## src/rtl/isr_pkg.sv

```systemverilog
`default_nettype none
// ----------------------------------------------------------------------------
// isr_pkg
// Shared widths and pipeline types for the integer square root unit.
// ----------------------------------------------------------------------------
package isr_pkg;

	// radicand and root widths
	localparam int RADICAND_W = 32;
	localparam int ROOT_W     = 16;

	// one result bit per pipeline stage
	localparam int STEPS = (RADICAND_W + 1) / 2;
	localparam int PAD_W = 2 * STEPS;
	localparam int REM_W = STEPS + 2;

	// largest root that fits the root port
	localparam logic [ROOT_W-1:0] MAX_ROOT = {ROOT_W{1'b1}};

	// data carried by one item between stages
	typedef struct packed {
		logic [PAD_W-1:0] rad;
		logic [REM_W-1:0] rem;
		logic [STEPS-1:0] root;
	} isr_pipe_t;

endpackage
`default_nettype wire

```

## src/rtl/isr_stage.sv

```systemverilog
`default_nettype none
// ----------------------------------------------------------------------------
// isr_stage
// One digit step of the restoring square root: brings in the next two
// radicand bits, tries to set the next root bit and registers the result.
// ----------------------------------------------------------------------------
module isr_stage import isr_pkg::*; (
	input  wire logic      clk,
	input  wire logic      arst_n,
	input  wire logic      in_valid,
	input  wire isr_pipe_t in_data,
	output logic           out_valid,
	output isr_pipe_t      out_data
);

	logic              stage_valid_s1;
	isr_pipe_t         stage_data_s1;
	logic [REM_W+1:0]  rem_shift;
	logic [REM_W+1:0]  trial;
	logic              take;
	isr_pipe_t         next_data;

	// shift in two radicand bits and compare against 4*root + 1
	always_comb begin
		rem_shift      = {in_data.rem, in_data.rad[PAD_W-1 -: 2]};
		trial          = {2'b00, in_data.root, 2'b01};
		take           = (rem_shift >= trial);
		next_data.rad  = {in_data.rad[PAD_W-3:0], 2'b00};
		next_data.rem  = take ? REM_W'(rem_shift - trial) : REM_W'(rem_shift);
		next_data.root = {in_data.root[STEPS-2:0], take};
	end

	// valid bit
	always_ff @(posedge clk or negedge arst_n) begin
		if (!arst_n) begin
			stage_valid_s1 <= 1'b0;
		end else begin
			stage_valid_s1 <= in_valid;
		end
	end

	// payload register
	always_ff @(posedge clk) begin
		if (in_valid) begin
			stage_data_s1 <= next_data;
		end
	end

	assign out_valid = stage_valid_s1;
	assign out_data  = stage_data_s1;

endmodule
`default_nettype wire

```

## src/rtl/integer_square_root_unit.sv

```systemverilog
`default_nettype none
// ----------------------------------------------------------------------------
// integer_square_root_unit
// Floor of the square root of a 32-bit unsigned radicand, one result bit per
// pipeline stage.
// ----------------------------------------------------------------------------
// result: done is the registered valid bit of the last of the 16 digit stages
// throughput: one item per cycle, busy stays low; set by the 16-stage digit pipe
// the receiver cannot stall, so every item moves one stage per cycle
// reset: arst_n clears all stage valid bits; no item is in flight afterwards
module integer_square_root_unit import isr_pkg::*; (
	input  wire logic                  clk,
	input  wire logic                  arst_n,
	input  wire logic                  start,
	output logic                       busy,
	input  wire logic [RADICAND_W-1:0] radicand,
	output logic                       done,
	output logic [ROOT_W-1:0]          root
);

	logic      pipe_valid [0:STEPS];
	isr_pipe_t pipe_data  [0:STEPS];

	// the pipe always moves, so new items are always taken
	assign busy = 1'b0;

	// stage entry: padded radicand, empty remainder and root
	assign pipe_valid[0]     = start & ~busy;
	assign pipe_data[0].rad  = PAD_W'(radicand);
	assign pipe_data[0].rem  = '0;
	assign pipe_data[0].root = '0;

	// digit pipeline
	for (genvar i = 0; i < STEPS; i++) begin : g_stage
		isr_stage u_stage (
			.clk       (clk),
			.arst_n    (arst_n),
			.in_valid  (pipe_valid[i]),
			.in_data   (pipe_data[i]),
			.out_valid (pipe_valid[i+1]),
			.out_data  (pipe_data[i+1])
		);
	end

	// result
	assign done = pipe_valid[STEPS];
	assign root = ROOT_W'(pipe_data[STEPS].root);

	// a result always follows an accepted item that has passed through the whole pipe
	a_done_follows_start: assert property (@(posedge clk) disable iff (!arst_n)
		done |-> $past(start && !busy, STEPS))
		else $error("done without a matching accepted item");

	// zero radicand yields zero root
	a_zero_root: assert property (@(posedge clk) disable iff (!arst_n)
		(start && !busy && radicand == '0) |-> ##STEPS (done && root == '0))
		else $error("zero radicand gave nonzero root");

	// all-ones radicand yields the largest root
	a_max_root: assert property (@(posedge clk) disable iff (!arst_n)
		(start && !busy && radicand == {RADICAND_W{1'b1}}) |-> ##STEPS
		(done && root == MAX_ROOT))
		else $error("full-scale radicand gave wrong root");

endmodule
`default_nettype wire

```

## config.mk

```make
export PLATFORM = sky130hd
export DESIGN_NAME = integer_square_root_unit
export DESIGN_NICKNAME = d
export VERILOG_FILES = /design/src/rtl/isr_pkg.sv /design/src/rtl/isr_stage.sv /design/src/rtl/integer_square_root_unit.sv
export SDC_FILE = /design/constraint.sdc
export NUM_CORES = 1
export LEC_CHECK = 0
export ABC_AREA = 1
export ABC_CLOCK_PERIOD_IN_PS = 2450
export BUFFER_PORTS_ARGS = -buffer_cell sky130_fd_sc_hd__buf_2
export CAP_MARGIN = 40
export CORE_MARGIN = 3
export CORE_UTILIZATION = 40
export CTS_CLUSTER_SIZE = 12
export DETAILED_ROUTE_END_ITERATION = 7
export GPL_ROUTABILITY_DRIVEN = 0
export PLACE_DENSITY_LB_ADDON = 0.05
export SYNTH_ARGS = -nofsm -noshare
export SYNTH_HDL_FRONTEND = slang
export SYNTH_SLANG_ARGS = --single-unit
```

## constraint.sdc

```tcl
create_clock -name clk -period 2.45 [get_ports clk]
set_input_delay 0.245 -clock clk [delete_from_list [all_inputs] [get_ports clk]]
set_output_delay 0.245 -clock clk [all_outputs]
set_load 0.01 [all_outputs]
```

* Word-level counts from Yosys, hierarchy flattened *
Index checks and enable logic that the tools add are counted.

word-level totals
  flip-flop bits (word level) = 647
  output and inout bits = 18
  input bits = 35
  word-level logic and storage cells = 109

cells by class
  add/subtract/negate cells = 15
  mux-type cells = 15
  $lt $le $gt $ge = 16

operators with widths
  kind                                              number
  18-bit 2-to-1 mux                                 14
  20-bit by 10-bit >= comparator with 1-bit output  1
  20-bit by 11-bit >= comparator with 1-bit output  1
  20-bit by 12-bit >= comparator with 1-bit output  1
  20-bit by 13-bit >= comparator with 1-bit output  1
  20-bit by 14-bit >= comparator with 1-bit output  1
  20-bit by 15-bit >= comparator with 1-bit output  1
  20-bit by 16-bit >= comparator with 1-bit output  1
  20-bit by 17-bit >= comparator with 1-bit output  1
  20-bit by 3-bit >= comparator with 1-bit output   1
  20-bit by 4-bit >= comparator with 1-bit output   1
  20-bit by 5-bit >= comparator with 1-bit output   1
  20-bit by 6-bit >= comparator with 1-bit output   1
  20-bit by 7-bit >= comparator with 1-bit output   1
  20-bit by 8-bit >= comparator with 1-bit output   1
  20-bit by 9-bit >= comparator with 1-bit output   1
  18-bit by 10-bit subtractor with 18-bit output    1
  18-bit by 11-bit subtractor with 18-bit output    1
  18-bit by 12-bit subtractor with 18-bit output    1
  18-bit by 13-bit subtractor with 18-bit output    1
  18-bit by 14-bit subtractor with 18-bit output    1
  18-bit by 15-bit subtractor with 18-bit output    1
  18-bit by 16-bit subtractor with 18-bit output    1
  18-bit by 3-bit subtractor with 18-bit output     1
  9 further kinds                                   9

* Logic depth before layout (Yosys ltp) *
Gate-level depths: netlist (run 1).

  depth in word-level cells = 2
  mapped depth = 15

* Modules after synthesis *
Synthesis (run 1) repeated with hierarchy kept, for this count alone.

second synthesis, totals
  cell total of the unflattened synthesis = 5458
  area total of the unflattened synthesis = 53762.8 µm²

modules (own cells, without submodules)
  module                    area each (µm²)  sequential area each (µm²)  instances  cells an instance
  isr_stage                 3359.5           1946.9                      16         341
  integer_square_root_unit  11.3             0.0                         1          2

* Worst setup path before layout (run 1) *
Ideal clock, no wire load.

  kind = reg2reg
  start point = register g_stage[0].u_stage.stage_data_s1 (netlist bit g_stage[0].u_stage.out_data[16])
  end point = register g_stage[1].u_stage.stage_data_s1 (netlist bit g_stage[1].u_stage.out_data[16]), data pin
  setup time = 0.270 ns
  period minus slack after synthesis = 1.925 ns
  slack = 0.525 ns
  cell stages (with the launch flop) = 9
  required time = 2.180 ns
  data arrival time = 1.654 ns
  path buffers = 1
  cells stage by stage = edfxtp_1 > ha_1 > inv_1 > o21ai_0 > inv_1 > ha_1 > and2_1 > clkbuf_1 > xor2_1

RTL lines
  element                 line             source
  from (decl)             isr_stage.sv:17  isr_pipe_t stage_data_s1;
  from (signal assigned)  isr_stage.sv:45  stage_data_s1 <= next_data;
  to (signal assigned)    isr_stage.sv:45
  to (decl)               isr_stage.sv:17

==> results by group, run 1 <==
Status
  – Status: finished clean

Min path
  – Hold Crit Class: in2reg

Synthesis
  – Ys flop type: edfxtp_1
  – Library cells used by synthesis: 47
  – Avg Inst Size Synth: 9.993 um2
  – Synth area leaders: edfxtp_1, nand2_1, ha_1
  – Number of synthesized flops with an enable pin: 626
  – Area share of the largest cell type after synthesis: 57.70%
  – Count leader, synth: nand2_1
  – Warning count from the yosys run: 0
  – FFs w/ async S/R, synth: 2.492%
  – Cell taking the most area after synthesis: edfxtp_1
  – Yosys reg bits: 642
  – Mapped Area: approximately 0.033 mm2
  – Commonest cells in the netlist: nand2_1, edfxtp_1, inv_1
  – Sequential share of the synthesized area: 58.93%
  – Syn Inst Count: 3260

STA
  – Final hold vios: 0
  – RSZ-0062 raised after global routing: no
  – Setup Skew: approximately 0.039 ns
  – Hold slack: 0.1258 ns
  – Fin crit share: 93.78%
  – Final setup viols: 0
  – Worst-margin pin slew: 0.8272 ns
  – Final Max Tran Viols: 0
  – Slew HR: 44.85%
  – Setup_tns: 0 ns
  – Minimum clock period: between 2 and 2.5 ns
  – Max Freq: ~440 MHz

Final layout
  – Design area: 0.03728 mm2
  – Synth-to-Final Area Change: 14.45%
  – Fin nets: 3628
  – # diodes: 0
  – Layout cells sized above 1: 10.06%
  – Final core utilization: 46.29%
  – FILL cells: between 7000 and 8000

Critical path
  – Worst EP arrival: 2.68 ns
  – CP Class: reg2reg
  – Crit path launch type: flop
  – Crit path required time: 2.83 ns
  – Worst-path maximum fanout: 12
  – Worst Setup End Kind: flop
  – R2r setup slk: 0.15 ns
  – CP Launch Point: g_stage[0].u_stage.out_data[16]
  – Reg2Reg Depth: 9
  – Worst r2r src: g_stage[0].u_stage.out_data[16]
  – Crit Reg-Reg Endpoint: g_stage[1].u_stage.out_data[19]
  – Worst setup path end: g_stage[1].u_stage.out_data[19]

CTS
  – CTS clk-pin slew, worst paths: 0.05 ns
  – CTS tree: done
  – Root buffer cell: clkbuf_16
  – Skew-Pair Late Insertion Delay: approximately 0.63 ns
  – Number of buffers created by CTS: 76
  – CTS H-tree depth: 3
  – CTS Sinks: around 640
  – Clock buffer depth: 3

Drt
  – First-pass DRT Iterations: 5
  – 1st-iter DRT viols: between 1500 and 2000
  – Routed wire length: 72.60 mm
  – DRC: 0
  – Vias per cell: ~4.9
  – ANT nets after route: 0
  – Drt wl/cell: 15.92 um
  – Vias: 22310

Global routing
  – Largest net degree at the start of global routing: 43
  – Vias in the first global route: 22170
  – Global route total overflow: 0
  – First-pass GRT wire length: 117.6 mm
  – Initial antenna violation count: 0
  – Gr usage total: 17.17%

Place
  – DP Area: 0.03432 mm2
  – DP HPWL: 55.82 mm
  – Port Buffers: 51

Job
  – MaxCap Viol Count: 0

Die
  – Core area: 0.08055 mm2
  – Die footprint: 0.08490 mm2
  – Initial Util: 40.44%
  – Ports: 53
  – Site Rows: 104
  – Die Ht: roughly 290 um
  – Chip width: 291.4 um

Power
  – Leak: 15.93 nW
  – PwrDens: 739.4 mW/mm2
  – Largest vdd supply drop: approximately 0.55 mV
## repair_timing
item                                   CTS  global route
setup endpoints to repair                0            19
endpoints found under the hold margin   49             0
setup buffers                            0             0
gates resized for setup                  0            10
hold buffers                            34             0
## layout by cell type (no fill, tap or decap), types with 11 or more instances in the layout
cell / instances
nor2_1: 265
edfxtp_1: 626
xnor2_1: 54
nor3_1: 29
dlygate4sd3_1: 34
nand2_1: 860
buf_2: 51
ha_1: 153
nand3_1: 194
inv_1: 462
o21ai_2: 26
nand2_2: 23
xor2_1: 48
clkinv_2: 11
nand4_1: 53
nand3b_1: 31
a21oi_2: 31
clkbuf_1: 17
a21oi_1: 136
o21ai_1: 52
clkbuf_16: 76
o21ai_0: 84
buf_4: 35
nor2_2: 14
## through the flow
step                power (W)  instances  setup slack [ns]
floorplan             0.01533       3261            0.5253
global placement      0.01619       4388           0.05300
detailed placement    0.01621       4388           0.04155
CTS                   0.02803       4559           0.01185
global route          0.02890       4559          0.001542
finish                0.02757       4559            0.1525
## final cells by class
cell class	count	area [um2]	area share [%]
clock inverters	38	555.5	1.490
multi-input cells	2115	11340	30.41
inverters	478	1812	4.859
clock buffers	99	2048	5.493
well taps	1060	1326	3.557
flip-flops and latches	642	19210	51.52
repair buffers	127	998.5	2.678
## per-layer routing
metal / GRT usage [%] / part of all wire (%) / up-vias
li1: - / - / 11290
met1: 22.97 / 45 / 10450
met2: 29.36 / 49 / 460
met3: 2.213 / 3.7 / 112
met4: 4.832 / 2.3 / 0
met5: 0 / 0 / -
## worst min-delay path by stage
stage | start | endpoint | slack (ns) | cells past startpoint
final | start | g_stage[0].u_stage.out_valid | 0.13 | 1
after detailed placement | arst_n | g_stage[15].u_stage.out_valid | 0.30 | 1
after CTS | start | g_stage[0].u_stage.out_valid | 0.10 | 1
after global placement | arst_n | g_stage[15].u_stage.out_valid | 0.30 | 1
after floorplan | arst_n | g_stage[0].u_stage.out_valid | -0.05 | 0
after global routing | start | g_stage[0].u_stage.out_valid | 0.18 | 1
## sequential cells by signal (all words and copies together), names as in the netlist
name and cells:
g_stage.u_stage.out_data 626, g_stage.u_stage.out_valid 16
## worst max-delay path, stage by stage (launching register included)
cell and delay, ns:
edfxtp_1 0.40, ha_1 0.37, inv_1 0.07, o21ai_0 0.25, inv_1 0.08, ha_1 0.18
and2_1 0.28, inv_1 0.21, nand2_1 0.09, xnor2_1 0.13
## kinds of logic (layout without fill, tap and decap cells)
family          Yosys count  in the layout  share of synthesized area (%)
flops                   642            642                          58.93
simple gates           1509           1509                          19.92
xor+xnor                102            102                          2.742
buf+inv                 504            742                          6.314
compound gates          349            349                          6.203
other cells               1              2                        0.01151
fa+ha+maj               153            153                          5.876
## power breakdown
part | switching (W) | internal, W | leakage, nW
clock | 0.00452 | 0.00703 | 1.26
combinational | 0.00173 | 0.000956 | 8.68
sequential | 0.000482 | 0.0129 | 6.00
(Power assumes the default switching activity.)
==> run 2, diff against run 1 <==
- MAX_ROUTING_LAYER: default -> met4
- PLACE_DENSITY: default -> 0.58
- PLACE_DENSITY_LB_ADDON: 0.05 -> default
==> run 2 against run 1 <==
- final area decreased by 0.70%
- setup slack worse by 0.045 ns
- critical endpoint is now g_stage[13].u_stage.out_data[29]
- count of clock-buffer cells in the layout shrank 9
==> results by group, run 2 (synthesized netlist as in run 1, its figures left out) <==
Status
  – Status: finished clean

Critical path
  – Cell family contributing the most delay on the critical path: simple AND/OR/NAND/NOR gates
  – Crit path required time: 2.78 ns (-0.05 ns)
  – Worst-path maximum fanout: 8 (-4)
  – CP Class: reg2reg
  – Worst Setup End Kind: flop
  – CP max stage cell: edfxtp_1
  – Worst EP arrival: 2.68 ns (about the same)
  – Slowest cell delay on critical path: 0.53 ns (+0.13 ns)
  – Crit path launch type: flop
  – CP cell instances: ha_1, nand2_1, inv_2, nand3_1, a21oi_1, nor2_1, nand3_4, inv_4, buf_4, nand2_1, nand2_1
  – R2r setup slk: 0.11 ns (-0.05 ns)
  – CP most frequent cell: nand2_1
  – CP bufs+invs: 3 (unchanged)

Global routing
  – Initial antenna violation count: 0 (unchanged)
  – Gr usage total: 16.90% (-0.27 points)
  – First-pass GRT wire length: 112.2 mm (-4.6%)
  – Largest net degree at the start of global routing: 49 (+14%)
  – Vias in the first global route: 21290 (-4.0%)
  – Global route total overflow: 0 (unchanged)

Final layout
  – Commonest non-fill, non-tap cell in the layout: nand2_1
  – Design area: 0.03702 mm2 (-0.70%)
  – # diodes: 0 (unchanged)
  – Fin nets: 3640 (+0.33%)
  – Synth-to-Final Area Change: 13.65%
  – Commonest non-fill, non-tap cells in the layout: nand2_1, edfxtp_1, inv_1
  – Max reg flops: 626 (unchanged)
  – Layout cells sized above 1: 9.943% (-0.12 points)

STA
  – Max Freq: 426.8 MHz (-1.9%)
  – Fin crit share: 95.63% (+1.8 points)
  – RSZ-0062 raised after global routing: no
  – Final hold vios: 0 (unchanged)
  – Slew HR: 45.00% (+0.14 points)
  – Setup Skew: 0.03225 ns (-0.006939 ns)
  – Final setup viols: 0 (unchanged)
  – Minimum clock period: 2.343 ns (+0.04527 ns)
  – Final Max Tran Viols: 0 (unchanged)
  – Worst-margin pin slew: 0.8250 ns (-0.002163 ns)
  – Hold slack: 0.1281 ns (+0.002237 ns)
  – Setup_tns: 0 ns (unchanged)

Place
  – Port Buffers: 51 (unchanged)
  – DP HPWL: 53.25 mm (-4.6%)
  – DP Area: 0.03442 mm2 (+0.29%)

Die
  – Ports: 53 (unchanged)
  – Site Rows: 104 (unchanged)
  – Initial Util: 40.44% (unchanged)
  – Core area: 0.08055 mm2 (unchanged)
  – Chip width: 291.4 um (unchanged)
  – Die footprint: 0.08490 mm2 (unchanged)
  – Die Ht: 291.4 um (unchanged)

Drt
  – Vias per cell: 4.823 (-1.5%)
  – Vias: 21990 (-1.4%)
  – ANT nets after route: 0 (unchanged)
  – 1st-iter DRT viols: 1511 (-2.6%)
  – DRC: 0 (unchanged)
  – First-pass DRT Iterations: 6 (+1)
  – Drt wl/cell: 15.29 um (-4.0%)
  – Routed wire length: 69.72 mm (-4.0%)

CTS
  – CTS tree: done
  – Root buffer cell: clkbuf_16
  – CTS H-tree depth: 3 (unchanged)
  – Skew-Pair Late Insertion Delay: 0.61 ns (-0.02 ns)
  – Number of buffers created by CTS: 71 (-6.6%)
  – CTS Sinks: 642 (unchanged)
  – Clock buffer depth: 3 (unchanged)
  – CTS clk-pin slew, worst paths: 0.06 ns (about the same)

Power
  – Largest vdd supply drop: 0.6408 mV (+16%)
  – Overall Power: 0.02631 W (-4.6%)
  – Leak: 15.85 nW (-0.53%)
  – PwrDens: 710.6 mW/mm2 (-3.9%)

Job
  – MaxCap Viol Count: 0 (unchanged)

Min path
  – Hold Crit Class: in2async
[run 2: cell types whose count changed in the layout (fill, tap and decap cells not counted), moves of 3 or more]
cell and delta:
buf_4 +18, clkinv_8 +3, clkbuf_8 -4, clkinv_1 +4, clkinv_16 -3, bufinv_16 -4, clkinv_2 -3, clkbuf_16 -4
clkinvlp_4 -3
[run 2: per-layer routing]
metal	track usage [%]	part of all wire [%]
met5	-	0
met4	4.613	2.5
met3	2.441	4.4
met2	27.83	48
met1	21.94	45
[run 2: repair_timing]
item,in CTS,in global routing
buffers inserted,0,2
endpoints found under the hold margin,49,0
gates resized for setup,0,6
hold buffers,34,0
endpoints found under the setup margin,0,5
[run 2: final timing paths]
check | startpoint | end | cells past startpoint
max | g_stage[12].u_stage.out_data[27] | g_stage[13].u_stage.out_data[29] | 11
min | arst_n | g_stage[0].u_stage.out_valid | 2
max reg2reg | g_stage[12].u_stage.out_data[27] | g_stage[13].u_stage.out_data[29] | 11
min reg2reg | g_stage[9].u_stage.out_data[56] | g_stage[10].u_stage.out_data[58] | 0
max in group asynchronous | arst_n | g_stage[4].u_stage.out_valid | 2
min in group clk | start | g_stage[0].u_stage.out_valid | 1
[run 2: through the flow]
stage / worst slack, ns / std cells / utilization (%)
finish: 0.1072 / 4560 / 45.96
global route: 0.01229 / 4560 / 45.96
CTS: 0.1276 / 4558 / 45.94
detailed placement: 0.1606 / 4403 / 42.73
global placement: 0.1352 / 4403 / 42.73
floorplan: 0.5253 / 3261 / -
[run 2: final cells by class]
cell class,count,area [um2]
inverter,478,1809
sequential,642,19210
clock inverter,31,351.6
tap,1060,1326
clock buffer,90,1889
multi-input combinational,2115,11330
fill,7561,43520
timing repair buffer,144,1114
[run 2: power by group]
part	internal [W]	switching [W]	total [W]
combinational	0.000954	0.00171	0.00266
sequential	0.0129	0.000463	0.0133
clock	0.00610	0.00423	0.0103
